$ cat config.mk
export PLATFORM = sky130hd
export DESIGN_NAME = overlapping_substring_search_unit_flat
export DESIGN_NICKNAME = d
export VERILOG_FILES = /design/src/hdl/oss_pkg.sv /design/src/hdl/oss_text_if.sv /design/src/hdl/oss_hit_if.sv /design/src/hdl/overlapping_substring_search_unit.sv /design/src/hdl/oss_window.sv /design/src/hdl/oss_match.sv /design/src/flat_wrapper.sv
export SDC_FILE = /design/constraint.sdc
export NUM_CORES = 2
export LEC_CHECK = 0
export BUFFER_PORTS_ARGS = -buffer_cell sky130_fd_sc_hd__buf_2
export CAP_MARGIN = 20
export CORE_MARGIN = 8
export CORE_UTILIZATION = 35
export DETAILED_ROUTE_END_ITERATION = 10
export SLEW_MARGIN = 5
export SYNTH_ARGS = -nofsm -noshare
export SYNTH_HDL_FRONTEND = slang
export SYNTH_SLANG_ARGS = --single-unit
$ cat constraint.sdc
create_clock -name i_clk -period 32.6 [get_ports i_clk]
set_clock_uncertainty 0.05 [all_clocks]
set_input_delay 3.26 -clock i_clk [delete_from_list [all_inputs] [get_ports i_clk]]
set_output_delay 3.26 -clock i_clk [all_outputs]
set_load 0.1 [all_outputs]
$ cat src/hdl/oss_pkg.sv
// Shared constants, types and helpers of the overlapping substring search unit.
package oss_pkg;

    localparam int MAX_KEYWORD   = 16;
    localparam int OFFSET_BITS   = 24;
    localparam int PAGE_BITS     = 16;
    localparam int KEY_REG_BYTES = 16;
    localparam int LEN_BITS      = 5;
    localparam int HIT_BITS      = 10;
    localparam int SEEN_BITS     = OFFSET_BITS + 1;
    localparam int MARK_CNT_BITS = $clog2(MAX_KEYWORD + 1);
    localparam int CFG_DATA_BITS = 64;
    localparam int CFG_IDX_BITS  = 2;

    typedef enum logic [CFG_IDX_BITS-1:0] {
        CFG_KEY_LOW   = 2'd0,
        CFG_KEY_HIGH  = 2'd1,
        CFG_KEY_LEN   = 2'd2,
        CFG_HIT_LIMIT = 2'd3
    } t_cfg_idx;

    typedef struct packed {
        logic [CFG_DATA_BITS-1:0] key_low;
        logic [CFG_DATA_BITS-1:0] key_high;
        logic [LEN_BITS-1:0]      key_len;
        logic [HIT_BITS-1:0]      hit_limit;
    } t_cfg;

    // Window and counters after one text byte has been taken in.
    typedef struct packed {
        logic [MAX_KEYWORD-1:0][7:0] bytes;
        logic [MAX_KEYWORD-1:0]      marks;
        logic [SEEN_BITS-1:0]        seen;
        logic [PAGE_BITS-1:0]        pages;
        logic                        first;
        logic                        last;
    } t_win;

    // Keyword byte at a given position; zero outside the two key registers.
    function automatic logic [7:0] key_byte(t_cfg cfg, int idx);
        logic [7:0] res;
        res = 8'd0;
        if (idx >= 0 && idx < 8) begin
            res = cfg.key_low[8*idx +: 8];
        end else if (idx >= 8 && idx < KEY_REG_BYTES) begin
            res = cfg.key_high[8*(idx-8) +: 8];
        end
        return res;
    endfunction

endpackage

$ cat src/hdl/oss_text_if.sv
// Request channel carrying one text byte and its flags.
interface oss_text_if;
    logic       valid;
    logic       ready;
    logic [7:0] text_byte;
    logic       page_begin;
    logic       first_of_text;
    logic       last_of_text;

    modport source (output valid, output text_byte, output page_begin,
                    output first_of_text, output last_of_text, input ready);
    modport sink   (input valid, input text_byte, input page_begin,
                    input first_of_text, input last_of_text, output ready);
endinterface

$ cat src/hdl/oss_hit_if.sv
// Result channel carrying one hit or done report.
interface oss_hit_if;
    logic                          valid;
    logic                          ready;
    logic                          hit_found;
    logic [oss_pkg::OFFSET_BITS-1:0] hit_offset;
    logic [oss_pkg::PAGE_BITS-1:0]   hit_page;
    logic                          search_done;
    logic [oss_pkg::HIT_BITS-1:0]    hit_total;

    modport source (output valid, output hit_found, output hit_offset, output hit_page,
                    output search_done, output hit_total, input ready);
    modport sink   (input valid, input hit_found, input hit_offset, input hit_page,
                    input search_done, input hit_total, output ready);
endinterface

$ cat src/hdl/overlapping_substring_search_unit.sv
// Top level of the overlapping substring search unit.
// A text byte passes through the window register and then the result register
// before its result can be taken.
// Throughput: one text byte per cycle; the input register and the result
// register form a two-stage pipeline that stalls only when a result is not taken.
// Reset (synchronous, active low) clears the keyword, length and hit limit
// registers, the byte and page mark windows, and all counters.
module overlapping_substring_search_unit (
    input  logic                                 i_clk,
    input  logic                                 i_rst_n,
    oss_text_if.sink                             i_text,
    oss_hit_if.source                            o_hit,
    input  logic                                 i_cfg_we,
    input  logic [oss_pkg::CFG_IDX_BITS-1:0]     i_cfg_idx,
    input  logic [oss_pkg::CFG_DATA_BITS-1:0]    i_cfg_data
);

    oss_pkg::t_cfg r_cfg;
    oss_pkg::t_win w_win;
    logic          w_valid;
    logic          w_adv;

    // Write the configuration registers
    always_ff @(posedge i_clk) begin
        if (!i_rst_n) begin
            r_cfg <= '0;
        end else if (i_cfg_we) begin
            case (oss_pkg::t_cfg_idx'(i_cfg_idx))
                oss_pkg::CFG_KEY_LOW: begin
                    r_cfg.key_low <= i_cfg_data;
                end
                oss_pkg::CFG_KEY_HIGH: begin
                    r_cfg.key_high <= i_cfg_data;
                end
                oss_pkg::CFG_KEY_LEN: begin
                    r_cfg.key_len <= i_cfg_data[oss_pkg::LEN_BITS-1:0];
                end
                oss_pkg::CFG_HIT_LIMIT: begin
                    r_cfg.hit_limit <= i_cfg_data[oss_pkg::HIT_BITS-1:0];
                end
                default: begin
                    r_cfg <= r_cfg;
                end
            endcase
        end
    end

    oss_window u_window (
        .i_clk   (i_clk),
        .i_rst_n (i_rst_n),
        .i_text  (i_text),
        .i_adv   (w_adv),
        .o_valid (w_valid),
        .o_win   (w_win)
    );

    oss_match u_match (
        .i_clk   (i_clk),
        .i_rst_n (i_rst_n),
        .i_cfg   (r_cfg),
        .i_valid (w_valid),
        .i_win   (w_win),
        .o_adv   (w_adv),
        .o_hit   (o_hit)
    );

endmodule

$ cat src/hdl/oss_window.sv
// Input stage: byte window, page mark window and saturating counters.
module oss_window (
    input  logic            i_clk,
    input  logic            i_rst_n,
    oss_text_if.sink        i_text,
    input  logic            i_adv,
    output logic            o_valid,
    output oss_pkg::t_win   o_win
);

    localparam logic [oss_pkg::SEEN_BITS-1:0] SEEN_MAX = '1;
    localparam logic [oss_pkg::PAGE_BITS-1:0] PAGE_MAX = '1;

    oss_pkg::t_win r_win;
    oss_pkg::t_win n_win;
    logic          r_valid;
    logic          w_accept;

    assign i_text.ready = !r_valid || i_adv;
    assign w_accept     = i_text.valid && i_text.ready;
    assign o_valid      = r_valid;
    assign o_win        = r_win;

    // Shift the new byte in, clearing the search first when a text starts
    always_comb begin
        logic [oss_pkg::MAX_KEYWORD-1:0][7:0] base_bytes;
        logic [oss_pkg::MAX_KEYWORD-1:0]      base_marks;
        logic [oss_pkg::SEEN_BITS-1:0]        base_seen;
        logic [oss_pkg::PAGE_BITS-1:0]        base_pages;
        base_bytes = i_text.first_of_text ? '0 : r_win.bytes;
        base_marks = i_text.first_of_text ? '0 : r_win.marks;
        base_seen  = i_text.first_of_text ? '0 : r_win.seen;
        base_pages = i_text.first_of_text ? '0 : r_win.pages;
        n_win.bytes[0] = i_text.text_byte;
        n_win.marks[0] = i_text.page_begin;
        for (int p = 1; p < oss_pkg::MAX_KEYWORD; p++) begin
            n_win.bytes[p] = base_bytes[p-1];
            n_win.marks[p] = base_marks[p-1];
        end
        n_win.seen  = (base_seen != SEEN_MAX) ? base_seen + 1'b1 : base_seen;
        n_win.pages = (i_text.page_begin && base_pages != PAGE_MAX) ?
                      base_pages + 1'b1 : base_pages;
        n_win.first = i_text.first_of_text;
        n_win.last  = i_text.last_of_text;
    end

    // Hold the window state and the stage valid flag
    always_ff @(posedge i_clk) begin
        if (!i_rst_n) begin
            r_win   <= '0;
            r_valid <= 1'b0;
        end else begin
            if (w_accept) begin
                r_win <= n_win;
            end
            if (w_accept) begin
                r_valid <= 1'b1;
            end else if (i_adv) begin
                r_valid <= 1'b0;
            end
        end
    end

endmodule

$ cat src/hdl/oss_match.sv
// Match stage: window compare, page and offset of the hit, hit count, result register.
module oss_match (
    input  logic            i_clk,
    input  logic            i_rst_n,
    input  oss_pkg::t_cfg   i_cfg,
    input  logic            i_valid,
    input  oss_pkg::t_win   i_win,
    output logic            o_adv,
    oss_hit_if.source       o_hit
);

    localparam int DIFF_BITS = oss_pkg::PAGE_BITS + oss_pkg::MARK_CNT_BITS;

    logic                            r_o_valid;
    logic                            r_found;
    logic [oss_pkg::OFFSET_BITS-1:0] r_offset;
    logic [oss_pkg::PAGE_BITS-1:0]   r_page;
    logic                            r_done;
    logic [oss_pkg::HIT_BITS-1:0]    r_total;
    logic [oss_pkg::HIT_BITS-1:0]    r_hits;
    logic [oss_pkg::HIT_BITS-1:0]    n_hits;

    logic                              w_hit;
    logic                              w_produce;
    logic [oss_pkg::HIT_BITS-1:0]      w_hcur;
    logic [oss_pkg::SEEN_BITS-1:0]     w_start;
    logic [oss_pkg::PAGE_BITS-1:0]     w_page;

    // Compare the window with the keyword and work out start and page
    always_comb begin
        int                                k;
        logic                              len_ok;
        logic                              enough;
        logic                              eq;
        logic [oss_pkg::MARK_CNT_BITS-1:0] later;
        logic [DIFF_BITS-1:0]              pages_w;
        logic [DIFF_BITS-1:0]              later_w;
        logic [DIFF_BITS-1:0]              cnt;
        k      = int'(i_cfg.key_len);
        len_ok = (k != 0) && (k <= oss_pkg::MAX_KEYWORD) && (k <= oss_pkg::KEY_REG_BYTES);
        enough = i_win.seen >= oss_pkg::SEEN_BITS'(i_cfg.key_len);
        eq     = 1'b1;
        later  = '0;
        for (int p = 0; p < oss_pkg::MAX_KEYWORD; p++) begin
            if (p < k && i_win.bytes[p] != oss_pkg::key_byte(i_cfg, k - 1 - p)) begin
                eq = 1'b0;
            end
            if (p + 1 < k) begin
                later = later + oss_pkg::MARK_CNT_BITS'(i_win.marks[p]);
            end
        end
        w_start = i_win.seen - oss_pkg::SEEN_BITS'(i_cfg.key_len);
        pages_w = DIFF_BITS'(i_win.pages);
        later_w = DIFF_BITS'(later);
        cnt     = (pages_w > later_w) ? pages_w - later_w : '0;
        w_page  = (cnt != '0) ? oss_pkg::PAGE_BITS'(cnt - 1'b1) : '0;
        w_hcur  = i_win.first ? '0 : r_hits;
        w_hit   = len_ok && enough && (w_hcur < i_cfg.hit_limit) && eq &&
                  !w_start[oss_pkg::SEEN_BITS-1];
        w_produce = w_hit || i_win.last;
        n_hits    = w_hcur + oss_pkg::HIT_BITS'(w_hit);
    end

    assign o_adv = i_valid && (!r_o_valid || o_hit.ready);

    // Load the result register when the stage advances, drop it once taken
    always_ff @(posedge i_clk) begin
        if (!i_rst_n) begin
            r_o_valid <= 1'b0;
            r_hits    <= '0;
        end else begin
            if (o_adv) begin
                r_o_valid <= w_produce;
                r_hits    <= n_hits;
            end else if (o_hit.ready) begin
                r_o_valid <= 1'b0;
            end
        end
    end

    // Payload of the result register
    always_ff @(posedge i_clk) begin
        if (o_adv) begin
            r_found  <= w_hit;
            r_offset <= w_hit ? w_start[oss_pkg::OFFSET_BITS-1:0] : '0;
            r_page   <= w_hit ? w_page : '0;
            r_done   <= i_win.last;
            r_total  <= n_hits;
        end
    end

    assign o_hit.valid       = r_o_valid;
    assign o_hit.hit_found   = r_found;
    assign o_hit.hit_offset  = r_offset;
    assign o_hit.hit_page    = r_page;
    assign o_hit.search_done = r_done;
    assign o_hit.hit_total   = r_total;

    // A result without a hit only ever reports the end of the text
    a_nohit_is_done: assert property (@(posedge i_clk) disable iff (!i_rst_n)
        (r_o_valid && !r_found) |-> r_done)
        else $error("result with neither hit nor done");

    // A reported hit counts itself
    a_hit_counted: assert property (@(posedge i_clk) disable iff (!i_rst_n)
        (r_o_valid && r_found) |-> (r_total != '0))
        else $error("hit reported with zero hit total");

    // The hit count grows by at most one per advanced byte
    a_hits_step: assert property (@(posedge i_clk) disable iff (!i_rst_n)
        (o_adv && !i_win.first) |=> (r_hits == $past(r_hits) ||
                                     r_hits == $past(r_hits) + 1'b1))
        else $error("hit count jumped");

    // A stalled result keeps its payload
    a_hold_stalled: assert property (@(posedge i_clk) disable iff (!i_rst_n)
        (r_o_valid && !o_hit.ready) |=> ($stable(r_total) && $stable(r_offset)))
        else $error("stalled result changed");

endmodule

$ cat src/flat_wrapper.sv
// flat-port wrapper written by rule: the top's interface ports become plain ports
module overlapping_substring_search_unit_flat 
  (i_clk, i_rst_n, i_cfg_we, i_cfg_idx, i_cfg_data, i_text_valid, i_text_text_byte, i_text_page_begin, i_text_first_of_text, i_text_last_of_text, i_text_ready, o_hit_valid, o_hit_hit_found, o_hit_hit_offset, o_hit_hit_page, o_hit_search_done, o_hit_hit_total, o_hit_ready);
  oss_text_if i_text_i ();
  oss_hit_if o_hit_i ();
  input  logic i_clk;
  input  logic i_rst_n;
  input  logic i_cfg_we;
  input  logic [oss_pkg::CFG_IDX_BITS-1:0] i_cfg_idx;
  input  logic [oss_pkg::CFG_DATA_BITS-1:0] i_cfg_data;
  input wire logic [$bits(i_text_i.valid)-1:0] i_text_valid;
  input wire logic [$bits(i_text_i.text_byte)-1:0] i_text_text_byte;
  input wire logic [$bits(i_text_i.page_begin)-1:0] i_text_page_begin;
  input wire logic [$bits(i_text_i.first_of_text)-1:0] i_text_first_of_text;
  input wire logic [$bits(i_text_i.last_of_text)-1:0] i_text_last_of_text;
  output wire logic [$bits(i_text_i.ready)-1:0] i_text_ready;
  output wire logic [$bits(o_hit_i.valid)-1:0] o_hit_valid;
  output wire logic [$bits(o_hit_i.hit_found)-1:0] o_hit_hit_found;
  output wire logic [$bits(o_hit_i.hit_offset)-1:0] o_hit_hit_offset;
  output wire logic [$bits(o_hit_i.hit_page)-1:0] o_hit_hit_page;
  output wire logic [$bits(o_hit_i.search_done)-1:0] o_hit_search_done;
  output wire logic [$bits(o_hit_i.hit_total)-1:0] o_hit_hit_total;
  input wire logic [$bits(o_hit_i.ready)-1:0] o_hit_ready;
  assign i_text_i.valid = i_text_valid;
  assign i_text_i.text_byte = i_text_text_byte;
  assign i_text_i.page_begin = i_text_page_begin;
  assign i_text_i.first_of_text = i_text_first_of_text;
  assign i_text_i.last_of_text = i_text_last_of_text;
  assign i_text_ready = i_text_i.ready;
  assign o_hit_valid = o_hit_i.valid;
  assign o_hit_hit_found = o_hit_i.hit_found;
  assign o_hit_hit_offset = o_hit_i.hit_offset;
  assign o_hit_hit_page = o_hit_i.hit_page;
  assign o_hit_search_done = o_hit_i.search_done;
  assign o_hit_hit_total = o_hit_i.hit_total;
  assign o_hit_i.ready = o_hit_ready;
  overlapping_substring_search_unit u_core (.i_clk(i_clk), .i_rst_n(i_rst_n), .i_text(i_text_i), .o_hit(o_hit_i), .i_cfg_we(i_cfg_we), .i_cfg_idx(i_cfg_idx), .i_cfg_data(i_cfg_data));
endmodule
==> impl_metrics.env <==
export IMPL_outcome="finished, final reports clean"
export IMPL_whs_ns=0.4045
export IMPL_synth_edff_count=52
export IMPL_synthTopCellsByArea="dfxtp_1 22%, mux2i_1 7.0%, a21oi_1 6.3%, nand2_1 6.2%, mux4_2 6.1%"
export IMPL_wl_per_cell_um=24.96
export IMPL_finalCritPeriodShare_pct=46.03
export IMPL_crit_arrival_ns=15.29
export IMPL_rows=109
export IMPL_cts_buffers=46
export IMPL_grt_pass1_wl_mm=182.7
export IMPL_worst_pin_slew_ns=1.359
export IMPL_power_density_mw_per_mm2=41.51
export IMPL_cts_tree="built"
export IMPL_maxSlewViolCount=0
export IMPL_cts_hold_buf=0
export IMPL_cts_resized=0
export IMPL_p_leak_nw=12.75
export IMPL_rsz0062_at_grt="no"
export IMPL_fillerInstances=9024
export IMPL_crit_path_end_kind="flop"
export IMPL_path_class="flop to flop"
export IMPL_register_area_mm2=0.008416
export IMPL_fin_nets=3943
export IMPL_ir_worst_vdd_mv=0.04475
export IMPL_slew_headroom_pct=6.816
export IMPL_rr_worst_depth=66
export IMPL_boundaryPins=136
export IMPL_ys_async_sr_fraction_pct=0
export IMPL_die_h_um=314.1
export IMPL_area_growth_pct=9.348
export IMPL_synth_top_cell_area_share_pct=22.02
export IMPL_holdPathStages=2
export IMPL_synthDistinctLibCells=117
export IMPL_drv_cap=0
export IMPL_vias=30040
export IMPL_finalWirelength_mm=123.8
export IMPL_grt_pass1_vias=27630
export IMPL_cp_required_ns=32.89
export IMPL_path_clk_slew_ns=0.06
export IMPL_portBuffers=135
export IMPL_initial_core_util_pct=35.24
export IMPL_drc=0
export IMPL_viasPerCell=6.058
export IMPL_synth_ff_type="dfxtp_1"
export IMPL_overflow=0
export IMPL_insertion_delay_ns=0.64
export IMPL_synthesis_nets=3997
export IMPL_dpl_cell_area_mm2=0.03245
export IMPL_critPathMaxFanout=35
export IMPL_gp_congestion=1.078
export IMPL_synth_seq_cells=394
export IMPL_period_minus_slack_ns=15.01
export IMPL_dp_hpwl_mm=91.02
export IMPL_die_area_mm2=0.09863
export IMPL_setup_tns_final_ns=0
export IMPL_antenna_left=0
export IMPL_synth_top_area_cell="dfxtp_1"
export IMPL_finalSetupViolCount=0
export IMPL_root_buffer="clkbuf_16"
export IMPL_stdcell_area_mm2=0.03400
export IMPL_start_kind="flop"
export IMPL_dieWidth_um=314.1
export IMPL_crit_path_max_incr_delay_ns=0.72
export IMPL_cts_sinks=394
export IMPL_seq_area_frac_synth_pct=27.04
export IMPL_core_mm2=0.08824
export IMPL_fmax_mhz=66.64
export IMPL_synth_warnings=26
export IMPL_finalHoldViolations=0
export IMPL_cts_setup_buffers=0
export IMPL_syn_area_per_cell_um2=8.159
export IMPL_crit_path_frequent_cell="ha_1"
export IMPL_antenna_found_initial=2
export IMPL_multiInputGateArea_mm2=0.02123
export IMPL_holdCritPathClass="flop to flop"
export IMPL_grt_usage_pct=23.96
export IMPL_cts_buffer_depth=3
export IMPL_syn_area_mm2=0.03109
export IMPL_synthCells=3811
export IMPL_drt_iter0_drc=3532
export IMPL_htree_levels=2
export IMPL_crit_slowest_cell="nor3b_1"
export IMPL_drive_gt1_share_pct=13.29
export IMPL_grt_max_degree=154
export IMPL_r2r_slack_ns=17.59
export IMPL_drt_pass1_iter_count=7
## sequential cells by signal (all words and copies together) (netlist names)
name                              flops
u_core.u_window.o_valid               1
u_core.u_match.o_hit.hit_offset      24
u_core.u_match.r_hits                10
u_core.u_match.o_hit.hit_found        1
u_core.u_match.o_hit.hit_total       10
u_core.u_match.o_hit.valid            1
u_core.r_cfg                        143
u_core.u_window.o_win               187
u_core.u_match.o_hit.hit_page        16
u_core.u_match.o_hit.search_done      1
## final timing paths
path,from,endpoint
max,u_core.r_cfg[10],u_core.u_match.o_hit.hit_page[14]
min,u_core.r_cfg[5],u_core.r_cfg[5]
max reg2reg,u_core.r_cfg[10],u_core.u_match.o_hit.hit_page[14]
min reg2reg,u_core.r_cfg[5],u_core.r_cfg[5]
## logic make-up (layout without fill, tap and decap cells)
| kind of cell | count (synthesis) | count (layout) | synth area share [%] |
|---|---|---|---|
| and+or+nand+nor | 1431 | 1431 | 22.00 |
| AOI/OAI and AO/OA | 898 | 898 | 18.56 |
| DFF | 394 | 394 | 27.04 |
| muxes | 376 | 376 | 15.80 |
| buffers and inverters | 359 | 339 | 5.026 |
| xor gates and xnor gates | 248 | 248 | 7.296 |
| adders and majority gates | 105 | 105 | 4.266 |
| other | 0 | 3 | 0 |
## area by class of cell
cell class | count | share of cell area, %
Antenna cell | 3 | 0.02208
Clock buffer | 64 | 3.941
Clock inverter | 18 | 0.5226
Inverter | 65 | 0.7434
Multi-Input combinational cell | 3058 | 62.44
Sequential cell | 394 | 24.75
Tap cell | 1165 | 4.287
Timing Repair Buffer | 192 | 3.294
## power breakdown
part / leakage [nW] / switching [mW] / total, mW / internal [mW]
Combinational: 8.73 / 0.243 / 0.360 / 0.117
Clock: 0.757 / 0.224 / 0.534 / 0.310
Sequential: 3.26 / 0.0149 / 0.517 / 0.502
## synthesized netlist by cell type, types with 22 or more instances
| cell type | count |
|---|---|
| inv_1 | 55 |
| buf_2 | 42 |
| and3_1 | 155 |
| mux2i_1 | 216 |
| clkbuf_1 | 192 |
| buf_1 | 35 |
| mux4_2 | 84 |
| nor2_1 | 321 |
| nor3_1 | 62 |
| a211oi_1 | 29 |
| xnor2_1 | 123 |
| o21ai_0 | 86 |
| nand2_1 | 517 |
| a21oi_1 | 390 |
| or4_1 | 22 |
| nor4_1 | 31 |
| and2_1 | 40 |
| ha_1 | 102 |
| xor2_1 | 117 |
| mux2_2 | 73 |
| nand4_1 | 29 |
| nor2b_1 | 32 |
| o22ai_1 | 82 |
| dfxtp_1 | 342 |
| a31oi_1 | 33 |
| edfxtp_1 | 52 |
| nand3_1 | 112 |
| a22oi_1 | 28 |
## cell usage in the layout, fill, tap and decap left out, drive strengths merged, types with 19 or more instances in the layout
master	instances
nand2	518
a21oi	391
dfxtp	342
nor2	323
mux2i	216
buf	191
and3	155
xnor2	125
xor2	119
nand3	113
ha	102
o21ai	89
mux4	84
o22ai	82
mux2	76
nor3	69
clkbuf	65
inv	62
edfxtp	52
and2	47
a31oi	33
nor2b	32
nor4	32
a211oi	31
nand4	30
a22oi	28
or4	22
o31ai	21
o21a	20
nand2b	19
o211ai	19
## stage by stage
| stage | cells | power, mW | worst slack [ns] | utilization (%) |
|---|---|---|---|---|
| floorplan | 3811 | 0.7774 | 17.97 | - |
| global placement | 4872 | 0.8725 | 17.66 | 36.78 |
| detailed placement | 4872 | 0.8745 | 17.53 | 36.78 |
| CTS | 4954 | 1.407 | 17.47 | 38.50 |
| global route | 4956 | 1.464 | 16.23 | 38.52 |
| finish | 4959 | 1.411 | 17.59 | 38.53 |
## per-layer routing
layer  global-route usage (%)  share of wire, %  wire length (µm)
met5                   0.7407             0.077                95
met3                    7.435                11             13570
met1                    30.83                40             50060
met4                    12.98               6.6              8139
met2                    35.51                42             51900
## critical path, delay by kind of cell, from the launching register on
family | cells | cell delay (ns)
XOR/XNOR | 3 | 0.58
flip-flops | 1 | 0.47
AND/OR/NAND/NOR | 21 | 3.87
multiplexers | 5 | 1.30
AO/OA/AOI/OAI | 15 | 2.44
adder cells (fa/ha/maj) | 17 | 5.12
buffers and inverters | 5 | 0.89
Note: power is estimated with default switching activity, not from simulation.
